### src/design/wbps_pkg.sv
// Shared types and constants for the windowed best-pair selector.
package wbps_pkg;

  localparam int HIST_DEPTH = 32;
  localparam int HIST_AW = $clog2(HIST_DEPTH);
  localparam int FIFO_DEPTH = 4;
  localparam int FIFO_AW = $clog2(FIFO_DEPTH);
  localparam int CFG_IW = 2;
  localparam int CFG_DW = 31;

  localparam logic [CFG_IW-1:0] REG_WINDOW_SIZE = 2'd0;
  localparam logic [CFG_IW-1:0] REG_PAIR_STEP = 2'd1;
  localparam logic [CFG_IW-1:0] REG_RANGE_START = 2'd2;
  localparam logic [CFG_IW-1:0] REG_RANGE_END = 2'd3;

  localparam logic [31:0] CUT_OFS_REV = 32'd2;
  localparam logic [31:0] CUT_OFS_FWD = 32'd17;

  typedef struct packed {
    logic [30:0] align_start;
    logic        strand_reverse;
    logic [39:0] guide_code;
    logic [15:0] score;
  } in_t;

  typedef struct packed {
    logic [39:0] first_guide;
    logic [30:0] first_cut;
    logic        first_reversed;
    logic [15:0] first_score;
    logic [39:0] second_guide;
    logic [30:0] second_cut;
    logic        second_reversed;
    logic [15:0] second_score;
    logic [30:0] distance;
  } out_t;

  typedef struct packed {
    logic [30:0] cut;
    logic        reversed;
    logic [39:0] guide;
    logic [15:0] score;
  } rec_t;

  typedef struct packed {
    logic [20:0] half;
    logic [5:0]  stride;
  } back_cfg_t;

endpackage

### src/design/wbps_front.sv
// Front stage: cut position and range filter.
module wbps_front (
  input  logic               clk,
  input  logic               rst,
  input  logic               in_valid,
  output logic               in_ready,
  input  wbps_pkg::in_t      in_item,
  input  logic [30:0]        range_start,
  input  logic [30:0]        range_end,
  output logic               push,
  output wbps_pkg::rec_t     push_rec,
  input  logic               full
);

  logic           stg_valid;
  logic           stg_keep;
  wbps_pkg::rec_t stg_rec;
  logic [31:0]    cut;
  logic           keep;
  logic           advance;

  assign cut = {1'b0, in_item.align_start} +
               (in_item.strand_reverse ? wbps_pkg::CUT_OFS_REV : wbps_pkg::CUT_OFS_FWD);
  assign keep = (cut >= {1'b0, range_start}) && (cut <= {1'b0, range_end});

  assign push = stg_valid && stg_keep && !full;
  assign push_rec = stg_rec;
  assign advance = !stg_valid || !stg_keep || !full;
  assign in_ready = advance;

  always_ff @(posedge clk) begin
    if (rst) begin
      stg_valid <= 1'b0;
    end else if (advance) begin
      stg_valid <= in_valid;
    end
  end

  always_ff @(posedge clk) begin
    if (advance && in_valid) begin
      stg_keep <= keep;
      stg_rec.cut <= cut[30:0];
      stg_rec.reversed <= in_item.strand_reverse;
      stg_rec.guide <= in_item.guide_code;
      stg_rec.score <= in_item.score;
    end
  end

endmodule

### src/design/wbps_fifo.sv
// Short record queue between front and back.
module wbps_fifo (
  input  logic           clk,
  input  logic           rst,
  input  logic           push,
  input  wbps_pkg::rec_t push_rec,
  output logic           full,
  input  logic           pop,
  output logic           avail,
  output wbps_pkg::rec_t pop_rec
);

  wbps_pkg::rec_t                 mem [wbps_pkg::FIFO_DEPTH];
  logic [wbps_pkg::FIFO_AW-1:0]   wptr;
  logic [wbps_pkg::FIFO_AW-1:0]   rptr;
  logic [wbps_pkg::FIFO_AW:0]     count;

  assign full = (count == (wbps_pkg::FIFO_AW + 1)'(wbps_pkg::FIFO_DEPTH));
  assign avail = (count != '0);
  assign pop_rec = mem[rptr];

  always_ff @(posedge clk) begin
    if (rst) begin
      wptr <= '0;
      rptr <= '0;
      count <= '0;
    end else begin
      if (push) begin
        wptr <= wptr + 1'b1;
      end
      if (pop) begin
        rptr <= rptr + 1'b1;
      end
      if (push && !pop) begin
        count <= count + 1'b1;
      end else if (pop && !push) begin
        count <= count - 1'b1;
      end
    end
  end

  always_ff @(posedge clk) begin
    if (push) begin
      mem[wptr] <= push_rec;
    end
  end

endmodule

### src/design/wbps_div.sv
// Radix-2 restoring divider for the window index, one quotient bit per cycle.
module wbps_div (
  input  logic        clk,
  input  logic        rst,
  input  logic        start,
  input  logic [30:0] num,
  input  logic [20:0] den,
  output logic        done,
  output logic [30:0] quo
);

  logic        busy;
  logic [4:0]  cnt;
  logic [20:0] rem;
  logic [21:0] sh;
  logic        ge;

  assign sh = {rem, quo[30]};
  assign ge = (sh >= {1'b0, den});

  always_ff @(posedge clk) begin
    if (rst) begin
      busy <= 1'b0;
      done <= 1'b0;
      cnt <= '0;
    end else begin
      done <= 1'b0;
      if (start) begin
        busy <= 1'b1;
        cnt <= '0;
      end else if (busy) begin
        cnt <= cnt + 1'b1;
        if (cnt == 5'd30) begin
          busy <= 1'b0;
          done <= 1'b1;
        end
      end
    end
  end

  always_ff @(posedge clk) begin
    if (start) begin
      rem <= '0;
      quo <= num;
    end else if (busy) begin
      if (ge) begin
        rem <= 21'(sh - {1'b0, den});
      end else begin
        rem <= sh[20:0];
      end
      quo <= {quo[29:0], ge};
    end
  end

endmodule

### src/design/wbps_back.sv
// Back part: window index, per-window best, selection history and pairing.
module wbps_back (
  input  logic                clk,
  input  logic                rst,
  input  wbps_pkg::back_cfg_t cfg,
  input  logic                avail,
  input  wbps_pkg::rec_t      pop_rec,
  output logic                pop,
  output logic                out_valid,
  input  logic                out_ready,
  output wbps_pkg::out_t      out_item
);

  localparam logic [1:0] ST_IDLE = 2'd0;
  localparam logic [1:0] ST_DIV = 2'd1;
  localparam logic [1:0] ST_UPD = 2'd2;
  localparam logic [1:0] ST_PAIR = 2'd3;

  logic [1:0]     state;
  wbps_pkg::rec_t cur;
  wbps_pkg::rec_t best;
  wbps_pkg::rec_t sec;
  wbps_pkg::rec_t rd_data;
  logic [30:0]    last_window;
  logic           has_entry;
  logic [31:0]    sel_count;
  logic           div_done;
  logic [30:0]    win;
  logic           new_win;
  logic           flush;
  logic           same_has;
  logic [31:0]    diff;
  logic           pair_ok;
  logic           out_free;
  logic           upd_go;
  logic [wbps_pkg::HIST_AW-1:0] wslot;
  logic [wbps_pkg::HIST_AW-1:0] rslot;
  wbps_pkg::rec_t hist [wbps_pkg::HIST_DEPTH];

  wbps_div u_div (
    .clk  (clk),
    .rst  (rst),
    .start(pop),
    .num  (pop_rec.cut),
    .den  (cfg.half),
    .done (div_done),
    .quo  (win)
  );

  assign pop = (state == ST_IDLE) && avail;
  assign new_win = (win != last_window);
  assign flush = new_win && has_entry;
  assign same_has = !new_win && has_entry;
  assign diff = sel_count - 32'(cfg.stride);
  assign pair_ok = ({1'b0, cfg.stride} < 7'(wbps_pkg::HIST_DEPTH)) &&
                   (sel_count >= 32'(cfg.stride)) && !diff[0];
  assign wslot = sel_count[wbps_pkg::HIST_AW-1:0];
  assign rslot = diff[wbps_pkg::HIST_AW-1:0];
  assign out_free = !out_valid || out_ready;
  assign upd_go = (state == ST_UPD) && out_free;

  always_ff @(posedge clk) begin
    if (rst) begin
      state <= ST_IDLE;
      last_window <= '0;
      has_entry <= 1'b0;
      sel_count <= '0;
      out_valid <= 1'b0;
    end else begin
      if (out_valid && out_ready) begin
        out_valid <= 1'b0;
      end
      unique case (state)
        ST_IDLE: begin
          if (avail) begin
            state <= ST_DIV;
          end
        end
        ST_DIV: begin
          if (div_done) begin
            state <= ST_UPD;
          end
        end
        ST_UPD: begin
          if (out_free) begin
            has_entry <= 1'b1;
            last_window <= win;
            state <= ST_IDLE;
            if (flush) begin
              sel_count <= sel_count + 1'b1;
              if (pair_ok) begin
                state <= ST_PAIR;
              end
            end
          end
        end
        ST_PAIR: begin
          out_valid <= 1'b1;
          state <= ST_IDLE;
        end
        default: state <= ST_IDLE;
      endcase
    end
  end

  always_ff @(posedge clk) begin
    if (pop) begin
      cur <= pop_rec;
    end
    if (upd_go) begin
      if (flush) begin
        sec <= best;
      end
      if (!same_has || (cur.score > best.score)) begin
        best <= cur;
      end
    end
    if (state == ST_PAIR) begin
      out_item.first_guide <= rd_data.guide;
      out_item.first_cut <= rd_data.cut;
      out_item.first_reversed <= rd_data.reversed;
      out_item.first_score <= rd_data.score;
      out_item.second_guide <= sec.guide;
      out_item.second_cut <= sec.cut;
      out_item.second_reversed <= sec.reversed;
      out_item.second_score <= sec.score;
      out_item.distance <= sec.cut - rd_data.cut;
    end
  end

  always_ff @(posedge clk) begin
    if (upd_go && flush) begin
      hist[wslot] <= best;
    end
    rd_data <= hist[rslot];
  end

endmodule

### src/design/windowed_best_pair_selector_core.sv
// Top level of the windowed best-pair selector: configuration registers and wiring.
//
//  channel | signals                        | transfer when
//  in      | in_valid, in_ready, in_item    | in_valid && in_ready
//  out     | out_valid, out_ready, out_item | out_valid && out_ready
//  cfg     | cfg_we, cfg_index, cfg_data    | cfg_we
//
// In the back part each kept record goes through a pop, the one-bit-per-cycle window
// divider (31 bits plus done), an update, and a pair read when a pair is emitted.
// The front takes one record per cycle into a 4-entry queue until it fills.
// Dropped records pass through the front only.
// Synchronous reset clears control state; history contents are not cleared.
// A stalled output holds the back part before the next window update.
module windowed_best_pair_selector_core (
  input  logic                          clk,
  input  logic                          rst,
  input  logic                          in_valid,
  output logic                          in_ready,
  input  wbps_pkg::in_t                 in_item,
  output logic                          out_valid,
  input  logic                          out_ready,
  output wbps_pkg::out_t                out_item,
  input  logic                          cfg_we,
  input  logic [wbps_pkg::CFG_IW-1:0]   cfg_index,
  input  logic [wbps_pkg::CFG_DW-1:0]   cfg_data
);

  logic [20:0]         window_size;
  logic [4:0]          pair_step;
  logic [30:0]         range_start;
  logic [30:0]         range_end;
  logic [21:0]         ws_inc;
  logic [4:0]          ps_eff;
  wbps_pkg::back_cfg_t bcfg;
  logic                push;
  wbps_pkg::rec_t      push_rec;
  logic                full;
  logic                pop;
  logic                avail;
  wbps_pkg::rec_t      pop_rec;

  always_ff @(posedge clk) begin
    if (rst) begin
      window_size <= 21'd40;
      pair_step <= 5'd1;
      range_start <= '0;
      range_end <= 31'h7FFF_FFFF;
    end else if (cfg_we) begin
      unique case (cfg_index)
        wbps_pkg::REG_WINDOW_SIZE: window_size <= cfg_data[20:0];
        wbps_pkg::REG_PAIR_STEP:   pair_step <= cfg_data[4:0];
        wbps_pkg::REG_RANGE_START: range_start <= cfg_data;
        wbps_pkg::REG_RANGE_END:   range_end <= cfg_data;
        default: ;
      endcase
    end
  end

  assign ws_inc = {1'b0, window_size} + 22'd1;
  assign bcfg.half = (ws_inc[21:1] == '0) ? 21'd1 : ws_inc[21:1];
  assign ps_eff = (pair_step == '0) ? 5'd1 : pair_step;
  assign bcfg.stride = {ps_eff, 1'b0} - 6'd1;

  wbps_front u_front (
    .clk        (clk),
    .rst        (rst),
    .in_valid   (in_valid),
    .in_ready   (in_ready),
    .in_item    (in_item),
    .range_start(range_start),
    .range_end  (range_end),
    .push       (push),
    .push_rec   (push_rec),
    .full       (full)
  );

  wbps_fifo u_fifo (
    .clk     (clk),
    .rst     (rst),
    .push    (push),
    .push_rec(push_rec),
    .full    (full),
    .pop     (pop),
    .avail   (avail),
    .pop_rec (pop_rec)
  );

  wbps_back u_back (
    .clk      (clk),
    .rst      (rst),
    .cfg      (bcfg),
    .avail    (avail),
    .pop_rec  (pop_rec),
    .pop      (pop),
    .out_valid(out_valid),
    .out_ready(out_ready),
    .out_item (out_item)
  );

endmodule

### config.mk
export PLATFORM = sky130hd
export DESIGN_NAME = windowed_best_pair_selector_core
export DESIGN_NICKNAME = d
export VERILOG_FILES = /design/src/design/wbps_pkg.sv /design/src/design/wbps_front.sv /design/src/design/wbps_fifo.sv /design/src/design/wbps_div.sv /design/src/design/wbps_back.sv /design/src/design/windowed_best_pair_selector_core.sv
export SDC_FILE = /design/constraint.sdc
export NUM_CORES = 2
export LEC_CHECK = 0
export CORE_MARGIN = 3
export CORE_UTILIZATION = 30
export DETAILED_ROUTE_END_ITERATION = 12
export DONT_BUFFER_PORTS = 1
export PLACE_DENSITY = 0.53
export SLEW_MARGIN = 40
export SYNTH_ARGS = -nofsm -noshare
export SYNTH_HDL_FRONTEND = slang
export SYNTH_SLANG_ARGS = --single-unit
### constraint.sdc
create_clock -name clk -period 13 [get_ports clk]
set_clock_uncertainty 0.1 [all_clocks]
set_input_delay 1.3 -clock clk [delete_from_list [all_inputs] [get_ports clk]]
set_output_delay 1.3 -clock clk [all_outputs]
set_load 0.03 [all_outputs]
==> results.json <==
{
  "post_synth.cell_area_avg_um2": 21.6,
  "rr_worst_depth": 20,
  "clockPowerShare": 0.382,
  "ir_worst_vdd_v": 0.000130,
  "tns_ns": 0,
  "ctsResizeCount": 0,
  "cts_num_sinks": 4040,
  "cts_tree": "done",
  "cp_top_family": "compound AO/OA/AOI/OAI gates",
  "critical_path.n_buffers_inverters": 2,
  "ff2ff_setup_slack_ns": 7.41,
  "placementRows": 261,
  "number_of_global_route_vias_before_repair": 73800,
  "chipWidth_um": 720,
  "globalRoute.totalOverflow": 0,
  "pwr-share-comb": 0.105,
  "hold_end": "u_front.push_rec[10]$_DFFE_PP_",
  "worstReg2RegEnd": "u_back.u_div.rem[3]$_SDFFE_PP0P_",
  "antenna_left": 0,
  "synth_area_leader_cell": "sky130_fd_sc_hd__edfxtp_1",
  "post_placement_cell_count": 13700,
  "hold_path.class": "in -> reg",
  "syn-instance-count": 7067,
  "instances_no_fill": 14500,
  "worst_slew_pin_slew_ns": 0.848,
  "num-nets-final": 7747,
  "ys_top_cells_by_count": "3759 x sky130_fd_sc_hd__edfxtp_1, 968 x sky130_fd_sc_hd__mux4_2, 345 x sky130_fd_sc_hd__nand2_1, 281 x sky130_fd_sc_hd__dfxtp_1, 187 x sky130_fd_sc_hd__clkbuf_1",
  "synthDominantCellAreaShare": 0.738,
  "detail_route.drc_violations": 0,
  "slowest_stage": "sky130_fd_sc_hd__nor4_1",
  "run_status": "completed",
  "fin_hold_ws_ns": 0.281,
  "cap_viol_max_count": 0,
  "clk_path_buf_depth": 4,
  "yosysSeqAreaShare": 0.775,
  "slew_viol_final": 0,
  "period_utilisation_layout": 0.430,
  "largest_net_degree_at_the_start_of_global_routing": 169,
  "max_slew_margin": 0.434,
  "floorplan.io_pins": 335,
  "synth_cell_types": 72,
  "yosysMostFrequentCell": "sky130_fd_sc_hd__edfxtp_1",
  "post-dp-hpwl_mm": 240,
  "critical_path_peak_fanout": 14,
  "firstDrtPassIters": 8,
  "synth_edf_count": 3759,
  "synth_nets": 7348,
  "netlist_area_um2": 153000,
  "cts_inserted_buffers": 425,
  "detailroute.via_count": 71700,
  "hold_path_depth": 0,
  "yosysWarnings": 0,
  "global_route_wire_length_before_repair_mm": 566,
  "crit_required_ns": 13.74,
  "hp-start": "in_item[10]",
  "grtUsageTotal": 0.151,
  "crit_arrival_ns": 6.33,
  "drt_iter0_markers": 7024,
  "worstSetupPathDepth": 20,
  "yosys_register_bits": 4040,
  "critical_path.endpoint_type": "register",
  "die_height_um": 720,
  "worstSkewPairLatency_ns": 1.01,
  "cell_internal_pwr_mw": 23.5,
  "floorplan.die_area_um2": 518000,
  "design_power_total_mw": 31.5,
  "detail_route.wirelength_mm": 401,
  "grt_antenna_before_repair": 75,
  "leakage_nw": 55.7,
  "postLayoutSetupSlackWorst_ns": 7.41,
  "crit_path_start_kind": "register",
  "share_of_synthesized_flip_flops_with_an_asynchronous_set_or_reset": 0,
  "cts-root-buf": "sky130_fd_sc_hd__clkbuf_16",
  "report.final.setup_viol": 0,
  "p_sw_mw": 7.97,
  "timing.setup.critical_path_class": "reg -> reg",
  "post_cts_hold_buffer_count": 0,
  "synth_top_cells_by_area": "sky130_fd_sc_hd__edfxtp_1 74%, sky130_fd_sc_hd__mux4_2 14%, sky130_fd_sc_hd__dfxtp_1 3.7%, sky130_fd_sc_hd__ha_1 1.2%, sky130_fd_sc_hd__nand2_1 0.85%",
  "clkSlewWorstSetupHoldPaths_ns": 0.06,
  "clock_period_minus_worst_slack_ns": 5.59,
  "grt_setup_unrepaired": "false",
  "via_per_inst": 4.93,
  "finalWeightedCongestion": 0.793,
  "htree_num_levels": 5,
  "max_freq_mhz": 179,
  "final_hold_viol_count": 0,
  "netSwitchingFraction": 0.253,
  "cts_post_setup_buffers_inserted": 0,
  "layout-area-overhead-vs-synth_pct": 16.1,
  "post-place-ws_ns": 6.71,
  "post_route_cells_drive_above_1_share": 0.257,
  "power_frac_seq": 0.513,
  "coreArea_um2": 507000,
  "cp_common_cell": "sky130_fd_sc_hd__nand3_1",
  "worst_r2r_startpoint": "window_size[3]$_SDFFE_PP1P_",
  "start_util": 0.302,
  "synth-main-ff-cell": "sky130_fd_sc_hd__edfxtp_1",
  "timing.critical_path.slowest_cell_delay_ns": 0.58,
  "cell_pwr_density_nw_per_um2": 178,
  "place.port_buffers": 0,
  "mean_routed_wirelength_per_cell_um": 27.6,
  "worstPathCellList": "nand3_1 -> nor4_1 -> nand4_1 -> nor2_1 -> nand3_1 -> xor2_1 -> nand2_1 -> o31ai_1 -> ha_1 -> inv_1 -> fa_1 -> a21o_1 -> a31o_1 -> o2bb2ai_1 -> o21a_1 -> o211ai_2 -> a21oi_2 -> buf_4 -> mux2i_1 -> a21oi_1"
}
==> area by class of cell <==
| type | count | area [um^2] |
|---|---|---|
| Timing Repair Buffer | 270 | 3250 |
| Clock buffer | 569 | 11500 |
| Inverter | 164 | 636 |
| Antenna cell | 8 | 20.0 |
| Sequential cell | 4040 | 119000 |
| Multi-Input combinational cell | 2565 | 32700 |
| Clock inverter | 225 | 2420 |
| Fill cell | 46400 | 329000 |
| Tap cell | 6706 | 8390 |
==> metal layers <==
layer  GRT usage  wire length [um]  share of wire  vias to the layer above
met3      0.0308             27300          0.068                      529
li1            -                 -              -                    29900
met1       0.209            172000           0.43                    38900
met4      0.0344              9000          0.022                       34
met2       0.246            192000           0.48                     2316
met5           0               217        0.00054                        -
==> power groups by stage <==
stage / clock network, mW / registers (mW) / logic [mW]
floorplan: 0 / 16.3 / 1.89
global placement: 0 / 16.6 / 2.97
detailed placement: 0 / 16.5 / 3.32
CTS: 12.4 / 16.2 / 3.33
global route: 12.9 / 16.2 / 3.59
finish: 12.0 / 16.2 / 3.29
==> layout by cell type, fill, tap and decap left out, drive strengths merged, types with 6 or more instances in the layout <==
| cell type | synthesis | layout |
|---|---|---|
| a211o | 31 | 31 |
| a211oi | 8 | 8 |
| a21o | 51 | 51 |
| a21oi | 182 | 182 |
| a31oi | 10 | 10 |
| and2 | 12 | 12 |
| and3 | 15 | 15 |
| buf | 111 | 269 |
| bufinv | 0 | 32 |
| clkbuf | 187 | 570 |
| clkinv | 0 | 169 |
| clkinvlp | 0 | 11 |
| dfxtp | 281 | 281 |
| diode | 0 | 8 |
| edfxtp | 3759 | 3759 |
| ha | 150 | 150 |
| inv | 164 | 177 |
| mux2 | 88 | 88 |
| mux2i | 27 | 27 |
| mux4 | 968 | 968 |
| nand2 | 345 | 345 |
| nand2b | 15 | 15 |
| nand3 | 43 | 43 |
| nand4 | 48 | 48 |
| nor2 | 165 | 165 |
| nor2b | 10 | 10 |
| nor3 | 36 | 36 |
| nor4 | 17 | 17 |
| o211ai | 7 | 7 |
| o21a | 18 | 18 |
| o21ai | 70 | 70 |
| o21bai | 6 | 6 |
| o31ai | 6 | 6 |
| or2 | 8 | 8 |
| or3 | 20 | 20 |
| xnor2 | 115 | 115 |
| xor2 | 37 | 37 |
==> per-stage QoR <==
step                 util  area (um^2)
detailed placement  0.322       163000
CTS                 0.350       177000
global route        0.350       177000
global placement    0.319       162000
finish              0.350       177000
floorplan               -       153000
==> registers in the layout (all words and copies together) (netlist names), 31 cells and up, named ones only <==
register            flops
u_back.hist          2816
u_fifo.mem            352
u_back.out_item       207
u_back.best            88
u_back.cur             88
u_back.rd_data         88
u_back.sec             88
u_front.push_rec       88
u_back.sel_count       32
range_end              31
range_start            31
u_back.last_window     31
u_back.u_div.quo       31
==> worst max path at each step <==
stage / start / to / slack (ns)
detailed placement: out_ready / u_back.hist[7][41]$_DFFE_PP_ / 6.71
global route: window_size[3]$_SDFFE_PP1P_ / u_back.u_div.rem[11]$_SDFFE_PP0P_ / 7.01
floorplan: out_ready / u_back.hist[14][0]$_DFFE_PP_ / 2.86
finish: window_size[3]$_SDFFE_PP1P_ / u_back.u_div.rem[3]$_SDFFE_PP0P_ / 7.41
CTS: window_size[3]$_SDFFE_PP1P_ / u_back.u_div.rem[13]$_SDFFE_PP0P_ / 7.43
global placement: out_ready / u_back.hist[3][67]$_DFFE_PP_ / 6.72
==> worst register-to-register path, stage by stage, from the launching register on <==
cell and delay (ns):
sky130_fd_sc_hd__dfxtp_1 0.43, sky130_fd_sc_hd__nand3_1 0.24, sky130_fd_sc_hd__nor4_1 0.58, sky130_fd_sc_hd__nand4_1 0.18
sky130_fd_sc_hd__nor2_1 0.37, sky130_fd_sc_hd__nand3_1 0.15, sky130_fd_sc_hd__xor2_1 0.30, sky130_fd_sc_hd__nand2_1 0.10
sky130_fd_sc_hd__o31ai_1 0.25, sky130_fd_sc_hd__ha_1 0.22, sky130_fd_sc_hd__inv_1 0.06, sky130_fd_sc_hd__fa_1 0.42
sky130_fd_sc_hd__a21o_1 0.21, sky130_fd_sc_hd__a31o_1 0.24, sky130_fd_sc_hd__o2bb2ai_1 0.18, sky130_fd_sc_hd__o21a_1 0.26
sky130_fd_sc_hd__o211ai_2 0.29, sky130_fd_sc_hd__a21oi_2 0.26, sky130_fd_sc_hd__buf_4 0.33, sky130_fd_sc_hd__mux2i_1 0.18
sky130_fd_sc_hd__a21oi_1 0.09
==> kinds of logic after synthesis <==
kind of cell | Yosys count | synth area share
adders and majority gates | 155 | 0.0129
buffers and inverters | 462 | 0.0129
DFF | 4040 | 0.775
AOI/OAI and AO/OA | 421 | 0.0171
xor gates and xnor gates | 152 | 0.00871
muxes | 1083 | 0.151
and+or+nand+nor | 754 | 0.0223
No activity file was read; power rests on OpenSTA's default activity.
